**src/spdc_pkg.sv**
```systemverilog
// Shared types and constants for the serial packet deframer.
// Used by the front parser, the command queue, the write-back engine and the top level.
// Depends on nothing.
package spdc_pkg;

    localparam int BYTE_W = 8;
    localparam int WORD_W = 16;
    localparam int CNT_W  = 6;

    localparam logic [BYTE_W-1:0] START_RESET  = 8'h01;
    localparam logic [BYTE_W-1:0] ESCAPE_RESET = 8'h1B;

    // Result kinds as they appear on the output port.
    typedef enum logic [1:0] {
        KIND_WRITE = 2'd0,
        KIND_ACK   = 2'd1,
        KIND_NAK   = 2'd2
    } kind_t;

    // Configuration register indexes.
    typedef enum logic {
        REG_START  = 1'b0,
        REG_ESCAPE = 1'b1
    } reg_index_t;

    // Command passed from the parser to the write-back engine.
    typedef struct packed {
        kind_t               kind;
        logic                done;
        logic [CNT_W-1:0]    len;
        logic [WORD_W-1:0]   base;
    } cmd_t;

    // Write port of the word buffer, driven by the parser.
    typedef struct packed {
        logic                en;
        logic [CNT_W-1:0]    idx;
        logic [WORD_W-1:0]   data;
    } buf_wr_t;

endpackage

```
**src/spdc_front.sv**
```systemverilog
// Byte parser of the deframer: start hunt, escapes, word assembly and checksum.
// Issues commands into the queue and writes data words into the back end's buffer.
// Depends on spdc_pkg.
module spdc_front #(
    parameter int MAX_WORDS = 32
) (
    input  logic                         clk,
    input  logic                         rst_n,
    input  logic                         cfg_we,
    input  logic                         cfg_index,
    input  logic [spdc_pkg::BYTE_W-1:0]  cfg_data,
    input  logic                         in_valid,
    output logic                         in_ready,
    input  logic [spdc_pkg::BYTE_W-1:0]  rx_byte,
    input  logic                         cmd_full,
    input  logic                         lock,
    output logic                         cmd_push,
    output spdc_pkg::cmd_t               cmd_out,
    output spdc_pkg::buf_wr_t            buf_wr
);

    typedef enum logic [2:0] {
        PH_HUNT = 3'd0,
        PH_LEN  = 3'd1,
        PH_BASE = 3'd2,
        PH_DATA = 3'd3,
        PH_SUM  = 3'd4
    } phase_t;

    localparam int CW = spdc_pkg::CNT_W;
    localparam int WW = spdc_pkg::WORD_W;

    phase_t                        phase_reg, phase_next;
    logic                          esc_reg, esc_next;
    logic                          half_reg, half_next;
    logic [spdc_pkg::BYTE_W-1:0]   low_reg, low_next;
    logic [WW-1:0]                 len_reg, len_next;
    logic [WW-1:0]                 base_reg, base_next;
    logic [CW-1:0]                 cnt_reg, cnt_next;
    logic [WW-1:0]                 sum_reg, sum_next;
    logic                          fin_reg, fin_next;
    logic [spdc_pkg::BYTE_W-1:0]   start_reg, escape_reg;
    logic                          accept;
    logic [WW-1:0]                 word;
    logic [CW-1:0]                 cnt_inc;

    // Data bytes wait while the back end still reads the buffer.
    assign in_ready = !cmd_full && !(phase_reg == PH_DATA && lock);
    assign accept   = in_valid && in_ready;
    assign word     = {rx_byte, low_reg};
    assign cnt_inc  = cnt_reg + CW'(1);

    // Configuration registers.
    always_ff @(posedge clk or negedge rst_n)
    begin
        if (!rst_n)
        begin
            start_reg  <= spdc_pkg::START_RESET;
            escape_reg <= spdc_pkg::ESCAPE_RESET;
        end
        else if (cfg_we)
        begin
            unique case (spdc_pkg::reg_index_t'(cfg_index))
                spdc_pkg::REG_START:  start_reg  <= cfg_data;
                spdc_pkg::REG_ESCAPE: escape_reg <= cfg_data;
                default:              start_reg  <= start_reg;
            endcase
        end
    end

    // Next-state logic for one accepted byte.
    always_comb
    begin
        phase_next = phase_reg;
        esc_next   = esc_reg;
        half_next  = half_reg;
        low_next   = low_reg;
        len_next   = len_reg;
        base_next  = base_reg;
        cnt_next   = cnt_reg;
        sum_next   = sum_reg;
        fin_next   = fin_reg;
        cmd_push   = 1'b0;
        cmd_out    = '{kind: spdc_pkg::KIND_NAK, done: 1'b0, len: len_reg[CW-1:0],
                       base: base_reg};
        buf_wr     = '{en: 1'b0, idx: cnt_reg, data: word};
        if (accept && !fin_reg)
        begin
            if (phase_reg == PH_HUNT)
            begin
                if (rx_byte == start_reg)
                begin
                    phase_next = PH_LEN;
                    esc_next   = 1'b0;
                    half_next  = 1'b0;
                end
            end
            else if (!esc_reg && rx_byte == escape_reg)
            begin
                esc_next = 1'b1;
            end
            else
            begin
                esc_next = 1'b0;
                if (!half_reg)
                begin
                    low_next  = rx_byte;
                    half_next = 1'b1;
                end
                else
                begin
                    half_next = 1'b0;
                    unique case (phase_reg)
                        PH_LEN:
                        begin
                            len_next   = word;
                            sum_next   = word;
                            phase_next = PH_BASE;
                        end
                        PH_BASE:
                        begin
                            base_next = word;
                            sum_next  = sum_reg + word;
                            cnt_next  = '0;
                            if (len_reg > WW'(MAX_WORDS))
                            begin
                                cmd_push   = 1'b1;
                                phase_next = PH_HUNT;
                            end
                            else if (len_reg == '0)
                                phase_next = PH_SUM;
                            else
                                phase_next = PH_DATA;
                        end
                        PH_DATA:
                        begin
                            buf_wr.en = 1'b1;
                            cnt_next  = cnt_inc;
                            sum_next  = sum_reg + word;
                            if (WW'(cnt_inc) >= len_reg)
                                phase_next = PH_SUM;
                        end
                        PH_SUM:
                        begin
                            phase_next = PH_HUNT;
                            cmd_push   = 1'b1;
                            if (word == sum_reg)
                            begin
                                cmd_out.kind = spdc_pkg::KIND_ACK;
                                cmd_out.done = (len_reg == '0);
                                if (len_reg == '0)
                                    fin_next = 1'b1;
                            end
                        end
                        default:
                            phase_next = PH_HUNT;
                    endcase
                end
            end
        end
    end

    // Parser state.
    always_ff @(posedge clk or negedge rst_n)
    begin
        if (!rst_n)
        begin
            phase_reg <= PH_HUNT;
            esc_reg   <= 1'b0;
            half_reg  <= 1'b0;
            low_reg   <= '0;
            len_reg   <= '0;
            base_reg  <= '0;
            cnt_reg   <= '0;
            sum_reg   <= '0;
            fin_reg   <= 1'b0;
        end
        else
        begin
            phase_reg <= phase_next;
            esc_reg   <= esc_next;
            half_reg  <= half_next;
            low_reg   <= low_next;
            len_reg   <= len_next;
            base_reg  <= base_next;
            cnt_reg   <= cnt_next;
            sum_reg   <= sum_next;
            fin_reg   <= fin_next;
        end
    end

    // A command is never pushed into a full queue.
    a_push_room: assert property (@(posedge clk) disable iff (!rst_n)
        cmd_push |-> !cmd_full)
        else $error("command pushed into a full queue");

    // The buffer is never written while the back end may be reading it.
    a_buf_lock: assert property (@(posedge clk) disable iff (!rst_n)
        buf_wr.en |-> !lock)
        else $error("buffer written while locked");

    // Once the upload is done, nothing more is queued.
    a_fin_quiet: assert property (@(posedge clk) disable iff (!rst_n)
        fin_reg |=> fin_reg && !cmd_push)
        else $error("activity after upload done");

endmodule

```
**src/spdc_fifo.sv**
```systemverilog
// Two-entry command queue between the parser and the write-back engine.
// Depends on spdc_pkg.
module spdc_fifo (
    input  logic            clk,
    input  logic            rst_n,
    input  logic            push,
    input  spdc_pkg::cmd_t  push_data,
    input  logic            pop,
    output spdc_pkg::cmd_t  pop_data,
    output logic            full,
    output logic            empty
);

    spdc_pkg::cmd_t  slot_reg [2];
    logic            wr_ptr_reg, rd_ptr_reg;
    logic [1:0]      count_reg;

    assign full     = (count_reg == 2'd2);
    assign empty    = (count_reg == 2'd0);
    assign pop_data = slot_reg[rd_ptr_reg];

    // Entry storage.
    always_ff @(posedge clk)
    begin
        if (push)
            slot_reg[wr_ptr_reg] <= push_data;
    end

    // Pointers and fill count.
    always_ff @(posedge clk or negedge rst_n)
    begin
        if (!rst_n)
        begin
            wr_ptr_reg <= 1'b0;
            rd_ptr_reg <= 1'b0;
            count_reg  <= 2'd0;
        end
        else
        begin
            if (push)
                wr_ptr_reg <= !wr_ptr_reg;
            if (pop)
                rd_ptr_reg <= !rd_ptr_reg;
            count_reg <= count_reg + 2'(push) - 2'(pop);
        end
    end

endmodule

```
**src/spdc_back.sv**
```systemverilog
// Write-back engine: turns commands into ack, nak and memory write transactions.
// Holds the word buffer and the output register.
// Depends on spdc_pkg.
module spdc_back #(
    parameter int MAX_WORDS = 32
) (
    input  logic                         clk,
    input  logic                         rst_n,
    input  spdc_pkg::buf_wr_t            buf_wr,
    input  logic                         cmd_empty,
    input  spdc_pkg::cmd_t               cmd_in,
    output logic                         cmd_pop,
    output logic                         busy,
    output logic                         out_valid,
    input  logic                         out_ready,
    output logic [1:0]                   kind,
    output logic [spdc_pkg::WORD_W-1:0]  word_address,
    output logic [spdc_pkg::WORD_W-1:0]  word_data,
    output logic                         upload_done,
    output logic                         last
);

    typedef enum logic [1:0] {
        S_IDLE  = 2'd0,
        S_FETCH = 2'd1,
        S_WRITE = 2'd2
    } state_t;

    localparam int IDX_W = (MAX_WORDS > 1) ? $clog2(MAX_WORDS) : 1;
    localparam int CW    = spdc_pkg::CNT_W;
    localparam int WW    = spdc_pkg::WORD_W;

    logic [WW-1:0]     buf_mem [MAX_WORDS];
    logic [WW-1:0]     rd_data_reg;

    state_t            state_reg, state_next;
    logic [CW-1:0]     cnt_reg, cnt_next;
    logic [CW-1:0]     len_reg, len_next;
    logic [WW-1:0]     base_reg, base_next;
    logic              valid_reg, valid_next;
    spdc_pkg::kind_t   kind_reg, kind_next;
    logic [WW-1:0]     addr_reg, addr_next;
    logic [WW-1:0]     data_reg, data_next;
    logic              done_reg, done_next;
    logic              last_reg, last_next;
    logic              out_free;

    assign out_free     = !valid_reg || out_ready;
    assign busy         = (state_reg != S_IDLE);
    assign out_valid    = valid_reg;
    assign kind         = kind_reg;
    assign word_address = addr_reg;
    assign word_data    = data_reg;
    assign upload_done  = done_reg;
    assign last         = last_reg;

    // Word buffer: one write port from the parser, one registered read port.
    always_ff @(posedge clk)
    begin
        if (buf_wr.en)
            buf_mem[buf_wr.idx[IDX_W-1:0]] <= buf_wr.data;
        rd_data_reg <= buf_mem[cnt_reg[IDX_W-1:0]];
    end

    // Command sequencing and output register loading.
    always_comb
    begin
        state_next = state_reg;
        cnt_next   = cnt_reg;
        len_next   = len_reg;
        base_next  = base_reg;
        valid_next = valid_reg && !out_ready;
        kind_next  = kind_reg;
        addr_next  = addr_reg;
        data_next  = data_reg;
        done_next  = done_reg;
        last_next  = last_reg;
        cmd_pop    = 1'b0;
        unique case (state_reg)
            S_IDLE:
            begin
                if (!cmd_empty && out_free)
                begin
                    cmd_pop    = 1'b1;
                    valid_next = 1'b1;
                    kind_next  = cmd_in.kind;
                    addr_next  = '0;
                    data_next  = '0;
                    done_next  = cmd_in.done;
                    base_next  = {1'b0, cmd_in.base[WW-1:1]};
                    len_next   = cmd_in.len;
                    cnt_next   = '0;
                    if (cmd_in.kind == spdc_pkg::KIND_ACK && cmd_in.len != '0)
                    begin
                        last_next  = 1'b0;
                        state_next = S_FETCH;
                    end
                    else
                        last_next = 1'b1;
                end
            end
            S_FETCH:
                state_next = S_WRITE;
            S_WRITE:
            begin
                if (out_free)
                begin
                    valid_next = 1'b1;
                    kind_next  = spdc_pkg::KIND_WRITE;
                    addr_next  = base_reg + WW'(cnt_reg);
                    data_next  = rd_data_reg;
                    done_next  = 1'b0;
                    cnt_next   = cnt_reg + CW'(1);
                    if (cnt_next == len_reg)
                    begin
                        last_next  = 1'b1;
                        state_next = S_IDLE;
                    end
                    else
                    begin
                        last_next  = 1'b0;
                        state_next = S_FETCH;
                    end
                end
            end
            default:
                state_next = S_IDLE;
        endcase
    end

    // State and registered outputs.
    always_ff @(posedge clk or negedge rst_n)
    begin
        if (!rst_n)
        begin
            state_reg <= S_IDLE;
            valid_reg <= 1'b0;
            cnt_reg   <= '0;
            len_reg   <= '0;
            base_reg  <= '0;
            kind_reg  <= spdc_pkg::KIND_WRITE;
            addr_reg  <= '0;
            data_reg  <= '0;
            done_reg  <= 1'b0;
            last_reg  <= 1'b0;
        end
        else
        begin
            state_reg <= state_next;
            valid_reg <= valid_next;
            cnt_reg   <= cnt_next;
            len_reg   <= len_next;
            base_reg  <= base_next;
            kind_reg  <= kind_next;
            addr_reg  <= addr_next;
            data_reg  <= data_next;
            done_reg  <= done_next;
            last_reg  <= last_next;
        end
    end

    // Commands are taken only between drains.
    a_pop_idle: assert property (@(posedge clk) disable iff (!rst_n)
        cmd_pop |-> state_reg == S_IDLE && !cmd_empty)
        else $error("command taken while draining");

    // The drain index stays below the packet length.
    a_cnt_range: assert property (@(posedge clk) disable iff (!rst_n)
        state_reg != S_IDLE |-> cnt_reg < len_reg)
        else $error("drain index out of range");

    // The upload-done ack is always the final result of its byte.
    a_done_last: assert property (@(posedge clk) disable iff (!rst_n)
        valid_reg && done_reg |-> last_reg && kind_reg == spdc_pkg::KIND_ACK)
        else $error("upload done on a wrong result");

endmodule

```
**src/serial_packet_deframer_checksum.sv**
```systemverilog
// Top level of the serial packet deframer with additive checksum.
// Instantiates spdc_front, spdc_fifo and spdc_back; depends on spdc_pkg.
//
// Usage:
// - Input channel (in_valid/in_ready/rx_byte) takes one received byte per
//   transaction. Bytes are dropped until a raw start byte, then read as escaped
//   little-endian words: length, byte base, data words and checksum.
// - Output channel (out_valid/out_ready) carries ack, nak and memory write
//   transactions; last marks the final result caused by one input byte.
// - Configuration port (cfg_we/cfg_index/cfg_data) sets the start byte
//   (index 0) and the escape byte (index 1); write it only while idle.
// The ack or nak of a byte that ends a packet passes through the command
// queue and then the output register. The write-back engine then emits its
// memory writes one at a time, each fetched through the registered buffer
// read port. Data bytes of the next packet wait until the queue is empty and
// the drain has ended; all other bytes go at one per cycle while the command
// queue is not full.
// Reset clears all control state and restores the default start and escape
// bytes; the word buffer is not cleared. When the receiver stalls, the output
// register holds its transaction, the command queue fills, and in_ready drops.
module serial_packet_deframer_checksum #(
    parameter int MAX_WORDS = 32
) (
    input  logic                         clk,
    input  logic                         rst_n,
    input  logic                         cfg_we,
    input  logic                         cfg_index,
    input  logic [spdc_pkg::BYTE_W-1:0]  cfg_data,
    input  logic                         in_valid,
    output logic                         in_ready,
    input  logic [spdc_pkg::BYTE_W-1:0]  rx_byte,
    output logic                         out_valid,
    input  logic                         out_ready,
    output logic [1:0]                   kind,
    output logic [spdc_pkg::WORD_W-1:0]  word_address,
    output logic [spdc_pkg::WORD_W-1:0]  word_data,
    output logic                         upload_done,
    output logic                         last
);

    spdc_pkg::cmd_t     push_cmd, pop_cmd;
    spdc_pkg::buf_wr_t  buf_wr;
    logic               cmd_push, cmd_pop, cmd_full, cmd_empty;
    logic               back_busy, lock;

    // The buffer is in use while any command waits or a drain runs.
    assign lock = !cmd_empty || back_busy;

    // Byte parser.
    spdc_front #(
        .MAX_WORDS (MAX_WORDS)
    ) u_front (
        .clk       (clk),
        .rst_n     (rst_n),
        .cfg_we    (cfg_we),
        .cfg_index (cfg_index),
        .cfg_data  (cfg_data),
        .in_valid  (in_valid),
        .in_ready  (in_ready),
        .rx_byte   (rx_byte),
        .cmd_full  (cmd_full),
        .lock      (lock),
        .cmd_push  (cmd_push),
        .cmd_out   (push_cmd),
        .buf_wr    (buf_wr)
    );

    // Command queue.
    spdc_fifo u_fifo (
        .clk       (clk),
        .rst_n     (rst_n),
        .push      (cmd_push),
        .push_data (push_cmd),
        .pop       (cmd_pop),
        .pop_data  (pop_cmd),
        .full      (cmd_full),
        .empty     (cmd_empty)
    );

    // Write-back engine.
    spdc_back #(
        .MAX_WORDS (MAX_WORDS)
    ) u_back (
        .clk          (clk),
        .rst_n        (rst_n),
        .buf_wr       (buf_wr),
        .cmd_empty    (cmd_empty),
        .cmd_in       (pop_cmd),
        .cmd_pop      (cmd_pop),
        .busy         (back_busy),
        .out_valid    (out_valid),
        .out_ready    (out_ready),
        .kind         (kind),
        .word_address (word_address),
        .word_data    (word_data),
        .upload_done  (upload_done),
        .last         (last)
    );

endmodule
```
**config.mk**
```make
export PLATFORM = sky130hd
export DESIGN_NAME = serial_packet_deframer_checksum
export DESIGN_NICKNAME = d
export VERILOG_FILES = /design/src/spdc_pkg.sv /design/src/spdc_front.sv /design/src/spdc_fifo.sv /design/src/spdc_back.sv /design/src/serial_packet_deframer_checksum.sv
export SDC_FILE = /design/constraint.sdc
export NUM_CORES = 1
export LEC_CHECK = 0
export BUFFER_PORTS_ARGS = -buffer_cell sky130_fd_sc_hd__clkbuf_2
export CAP_MARGIN = 20
export CELL_PAD_IN_SITES_DETAIL_PLACEMENT = 0
export CELL_PAD_IN_SITES_GLOBAL_PLACEMENT = 1
export CORE_MARGIN = 4
export CORE_UTILIZATION = 59
export DETAILED_ROUTE_END_ITERATION = 7
export PLACE_DENSITY = 0.81
export SYNTH_ARGS = -nofsm -noshare
export SYNTH_HDL_FRONTEND = slang
export SYNTH_SLANG_ARGS = --single-unit
```
**constraint.sdc**
```tcl
create_clock -name clk -period 9 [get_ports clk]
set_input_delay 1.8 -clock clk [delete_from_list [all_inputs] [get_ports clk]]
set_output_delay 1.8 -clock clk [all_outputs]
set_load 0.02 [all_outputs]
```
### Word-level counts from Yosys, hierarchy flattened

Memories as Yosys holds them, arrays and structs flattened. A register that Yosys moved wholly into a read port is not among the register bits.
Cells that the tools add are included.

| word-level totals | value |
|---|---|
| output and inout port bits | 38 |
| memories kept | 2 |
| input port bits | 22 |
| bits in writable memories | 562 |
| word-level logic and storage cells | 166 |
| flip-flop bits (word level) | 154 |

| operators by class | value |
|---|---|
| equality and inequality tests | 18 |
| reductions and logical operators | 44 |
| mux-type cells | 66 |
| add/subtract/negate cells | 6 |
| bitwise logic cells | 4 |
| $lt $le $gt $ge | 2 |

Memory list:

| memory | words | bits a word | read ports | clocked after memory_dff | write ports | RTL line | source |
|---|---|---|---|---|---|---|---|
| u_back.buf_mem | 32 | 16 | 1 | 1 | 1 | spdc_back.sv:33 | `logic [WW-1:0] buf_mem [MAX_WORDS];` |
| u_fifo.slot_reg | 2 | 25 | 1 | 0 | 1 | spdc_fifo.sv:14 | `spdc_pkg::cmd_t slot_reg [2];` |

Operators with widths:

| kind | number |
|---|---|
| 16-bit one-hot mux with 2 select lines | 3 |
| 16-bit two-way mux | 3 |
| 3-bit two-way mux | 13 |
| 1-bit two-way mux | 31 |
| 5-bit AND reduction | 5 |
| 6-bit one-hot mux with 2 select lines | 2 |
| 15-bit by 6-bit adder with 16-bit output | 1 |
| 16-bit adder | 1 |
| 16-bit equality test | 1 |
| 8-bit equality test | 2 |
| 6-bit by 16-bit greater-or-equal comparator with 1-bit output | 1 |
| 16-bit by 6-bit > comparator with 1-bit output, second input constant | 1 |
| 16-bit logical NOT | 1 |
| 6-bit by 1-bit adder with 6-bit output, second input constant | 2 |
| 6-bit two-way mux | 2 |
| 2-bit two-way mux | 5 |
| 2-bit nonzero test | 5 |
| 1-bit logical NOT | 9 |
| 3-bit one-hot mux with 3 select lines | 1 |
| 3-bit AND reduction | 3 |
| 1-bit logical AND | 8 |
| 2-bit by 1-bit inequality test with 1-bit output, second input constant | 4 |
| 1-bit one-hot mux with 2 select lines | 4 |
| 2-bit AND reduction | 4 |
| other kinds (20) | 28 |

### Depth between registers and ports, before layout

| depth | value |
|---|---|
| word-level depth | 11 |
| gate-level depth with buffers | 11 |
| depth with buffers taken out | 10 |

### Cells and area by module

A second synthesis with hierarchy kept.

| second synthesis, totals | value |
|---|---|
| cell total of the unflattened synthesis | 1923 |
| area, all modules | 30247.8 um2 |

Modules (own cells, without submodules):

| module | times used | cells each | seq. area each (um2) | area each (um2) |
|---|---|---|---|---|
| spdc_back | 1 | 1318 | 17346.6 | 23244.8 |
| spdc_front | 1 | 511 | 2108.3 | 4894.7 |
| spdc_fifo | 1 | 93 | 1601.5 | 2102.0 |
| serial_packet_deframer_checksum | 1 | 1 | 0.0 | 6.3 |

### Worst setup path after synthesis

No wires, ideal clock.

| path | value |
|---|---|
| kind | input to register |
| start | in in_valid |
| end | mem u_fifo.slot_reg[1][10] (netlist name) (enable) |
| library setup time | 405 ps |
| path buffers | 1 |
| data required time | 8595 ps |
| cell stages on the path | 6 |
| arrival | 3916 ps |
| path slack | 4679 ps |
| cells stage by stage | nand2b_1 > a311oi_2 > nand3_1 > or3_1 > clkbuf_1 > nor2_1 |

| on the way | value |
|---|---|
| word-level cells in the longest chain between the ends | 5 |

RTL lines:

| element | RTL line | source |
|---|---|---|
| from (decl) | serial_packet_deframer_checksum.sv:29 | `input logic in_valid,` |
| 1-bit logical AND | spdc_front.sv:49 | `assign accept = in_valid && in_ready;` |
| 1-bit logical AND | spdc_front.sv:87 | `if (accept && !fin_reg)` |
| 1-bit two-way mux | spdc_front.sv:87 |  |
| 1-bit two-way mux | spdc_fifo.sv:25 | `if (push)` |
| 1-bit two-way mux (not written as such) | spdc_fifo.sv:26 | `slot_reg[wr_ptr_reg] <= push_data;` |
| to (decl) | spdc_fifo.sv:14 |  |

No other way between the ends.

### Final worst setup path

| path | value |
|---|---|
| start | in rx_byte[2] (netlist name) |
| end | mem u_back.buf_mem[28][15] (netlist name) (enable) |

| on the way | value |
|---|---|
| word-level cells in the longest chain between the ends | 7 |

RTL lines:

| element | RTL line | source |
|---|---|---|
| from (decl) | serial_packet_deframer_checksum.sv:31 | `input logic [spdc_pkg::BYTE_W-1:0] rx_byte,` |
| 8-bit equality test | spdc_front.sv:98 | `else if (!esc_reg && rx_byte == escape_reg)` |
| 1-bit logical AND | spdc_front.sv:98 |  |
| 1-bit two-way mux | spdc_front.sv:98 |  |
| 1-bit two-way mux | spdc_front.sv:89 | `if (phase_reg == PH_HUNT)` |
| 1-bit two-way mux | spdc_front.sv:87 |  |
| 1-bit two-way mux | spdc_back.sv:60 | `if (buf_wr.en)` |
| 1-bit two-way mux (not written as such) | spdc_back.sv:61 | `buf_mem[buf_wr.idx[IDX_W-1:0]] <= buf_wr.data;` |
| to (decl) | spdc_back.sv:33 |  |

No other way between the ends.

==> metrics.yaml <==
clock_network:
  clock_path_buffers: 3
  clk_pin_slew_ps: 60
  cts_tree: "built"
  root_buffer: "clkbuf_16"
  cts.htree.levels: 3
  ctsResizeCount: 0
  cts_made_buffers: 72
  ctsHoldBuffers: 0
  cts_sinks: 729
  cts_setup_buffers: 0
  clk-insertion-delay-late_ps: 610
setup_path:
  critical_path_arrival_ps: 5290
  crit_type: "primary input to flop"
  r2r-end: "u_back.buf_mem[28][15]$_DFFE_PP_"
  rrSetupSlack_ps: 4970
  crit_path_end: "u_back.buf_mem[28][15]$_DFFE_PP_"
  required_ps: 9230
  crit_start: "rx_byte[2]"
  worst_r2r_path_depth: 4
  end_kind: "flop"
  path_max_fanout: 39
  worst_setup_path_start_kind: "primary input"
  reg2reg_from: "u_front.phase_reg[2]$_DFFE_PN0P_"
layout:
  largest_register_ffs: 512
  area_growth_pct: 12.1
  num-nets-final: 1809
  antennaDiodeCount: 0
  drive_gt1_share_pct: 26.9
  nFillCells: 3219
global_route:
  grt_max_degree: 90
  grt_pass1_wl_mm: 99.8
  gr-total-overflow: 0
  antenna_found_initial: 5
  grt_pass1_vias: 15800
  grt_use_total_pct: 25.1
timing:
  fin_crit_ps: 5070
  tightestPinTransition_ps: 1140
  drv_slew: 0
  setup_viol: 0
  finalClockSkew_ps: 25.8
  whs_ps: 451
  final_hold_viol_count: 0
  fmax_mhz: 197
  relSlewSlack_pct: 24.1
  setup_tns_ps: 0
  rsz0062_at_grt: "false"
  post-route-period-util_pct: 56.3
yosys:
  syn-num-nets: 1703
  ys_seq_area_share_pct: 70.8
  synth-seq-cells: 729
  synth_area_leaders: "edfxtp_1, dfrtp_1, mux4_2"
  synth_top_cells_by_count: "edfxtp_1, mux4_2, dfrtp_1"
  synth.largest_area_cell: "edfxtp_1"
  syn-instance-count: 1645
  yosys.area.top_type_share_pct: 56.8
  synth_edf_count: 560
  synth.most_common_cell: "edfxtp_1"
  synthArstFlopShare_pct: 21.0
  netlist_area_um2: 29600
  ys.flop_type: "edfxtp_1"
  ys_types: 68
  yosys_warnings: 0
  avgSynthCellArea_um2: 18.0
floorplanning:
  ios: 60
  core_um2: 49300
  die_h_um: 232
  start_util_pct: 60.1
  dieWidth_um: 232
  die_area_um2: 53900
  rows: 81
detailed_routing:
  drc_errors: 0
  drt_iter0_drc: 1560
  ant_nets: 0
  num_vias: 15400
  vias_per_cell: 6.24
  first_pass_iters: 7
  routedWlPerCell_um: 26.4
  drt-total-wl_mm: 65.1
status:
  status: "complete, no violations"
power:
  leakagePower_nw: 11.6
  pwr_density_cell_nw_per_um2: 304
  peakVddDrop_uv: 178
flow_run:
  max_cap_violations: 0
placement:
  hpwlAfterDp_mm: 38.9
  routabilityCongestion: 0.800
  port_buffers: 59
hold_path:
  hp-start: "u_back.rd_data_reg[10]$_DFF_P_"
  hold_path.class: "flop to flop"
-- worst max-delay path, cell delays in order --
cell,delay (ps)
clkbuf_2,730
xor2_1,200
nor4_1,110
nand3_1,200
nor4b_1,880
nand2_1,470
nor2_2,870
-- layout by cell type, fill, tap and decap left out, types with 18 or more instances in the layout --
master | Yosys | layout
a22o_1 | 21 | 21
ha_1 | 34 | 34
nand2_1 | 68 | 68
edfxtp_1 | 560 | 560
nand3_1 | 18 | 18
o21ai_0 | 51 | 51
buf_4 | 0 | 56
mux2_2 | 61 | 61
nor2_1 | 87 | 83
clkbuf_2 | 0 | 58
mux2i_1 | 30 | 30
inv_1 | 24 | 24
clkbuf_16 | 0 | 72
a21oi_1 | 38 | 38
dfrtp_1 | 148 | 141
xor2_1 | 19 | 19
mux4_2 | 160 | 160
xnor2_1 | 30 | 30
-- layer usage --
layer,part of all wire [%],up-vias,global-route usage (%)
met1,42,7955,36.2
met5,0,-,0
met3,7.3,116,5.20
met2,48,589,39.8
met4,2.8,0,7.30
li1,-,6747,-
-- power breakdown --
group	switching [W]	leakage [nW]	internal [W]
logic	0.00150	3.34	0.00114
clock network	0.00124	1.11	0.00166
registers	0.000411	7.10	0.00416
-- cell families after synthesis --
kind of cell | after synthesis | share of synthesized area [%]
AOI/OAI and AO/OA | 200 | 4.52
xor gates and xnor gates | 49 | 1.45
adders and majority gates | 36 | 1.57
buffers and inverters | 109 | 1.41
DFF | 729 | 70.8
muxes | 261 | 16.0
and+or+nand+nor | 261 | 4.25
-- final cells by class --
cell class	count	area [um^2]	area share (%)
clock buffer	85	1900	5.71
clock inverter	44	395	1.19
inverter	24	90.1	0.271
multi-input combinational	807	8250	24.8
sequential	729	21000	63.2
tap	664	831	2.50
timing repair buffer	117	769	2.32
-- worst min path at each step --
stage,endpoint,slack (ps),cells past startpoint
after floorplan,u_back.word_data[0]$_DFFE_PN0P_,430,1
after global placement,u_back.word_data[14]$_DFFE_PN0P_,430,1
after detailed placement,u_back.word_data[3]$_DFFE_PN0P_,440,1
after CTS,u_back.word_data[3]$_DFFE_PN0P_,450,1
after global routing,u_fifo.slot_reg[0][5]$_DFFE_PP_,470,0
final,u_back.word_data[10]$_DFFE_PN0P_,450,1
-- metrics by stage --
stage               instances  utilization (%)  power, W  area (um^2)  setup WS (ps)
floorplan                1645                -   0.00637        29600           4680
global placement         2339             62.7   0.00722        30900           3170
detailed placement       2340             62.7   0.00728        30900           3310
CTS                      2469             67.4    0.0102        33200           3930
global route             2470             67.4    0.0106        33200           3620
finish                   2470             67.4    0.0101        33200           3930
Power figures use the tool's default switching activity.
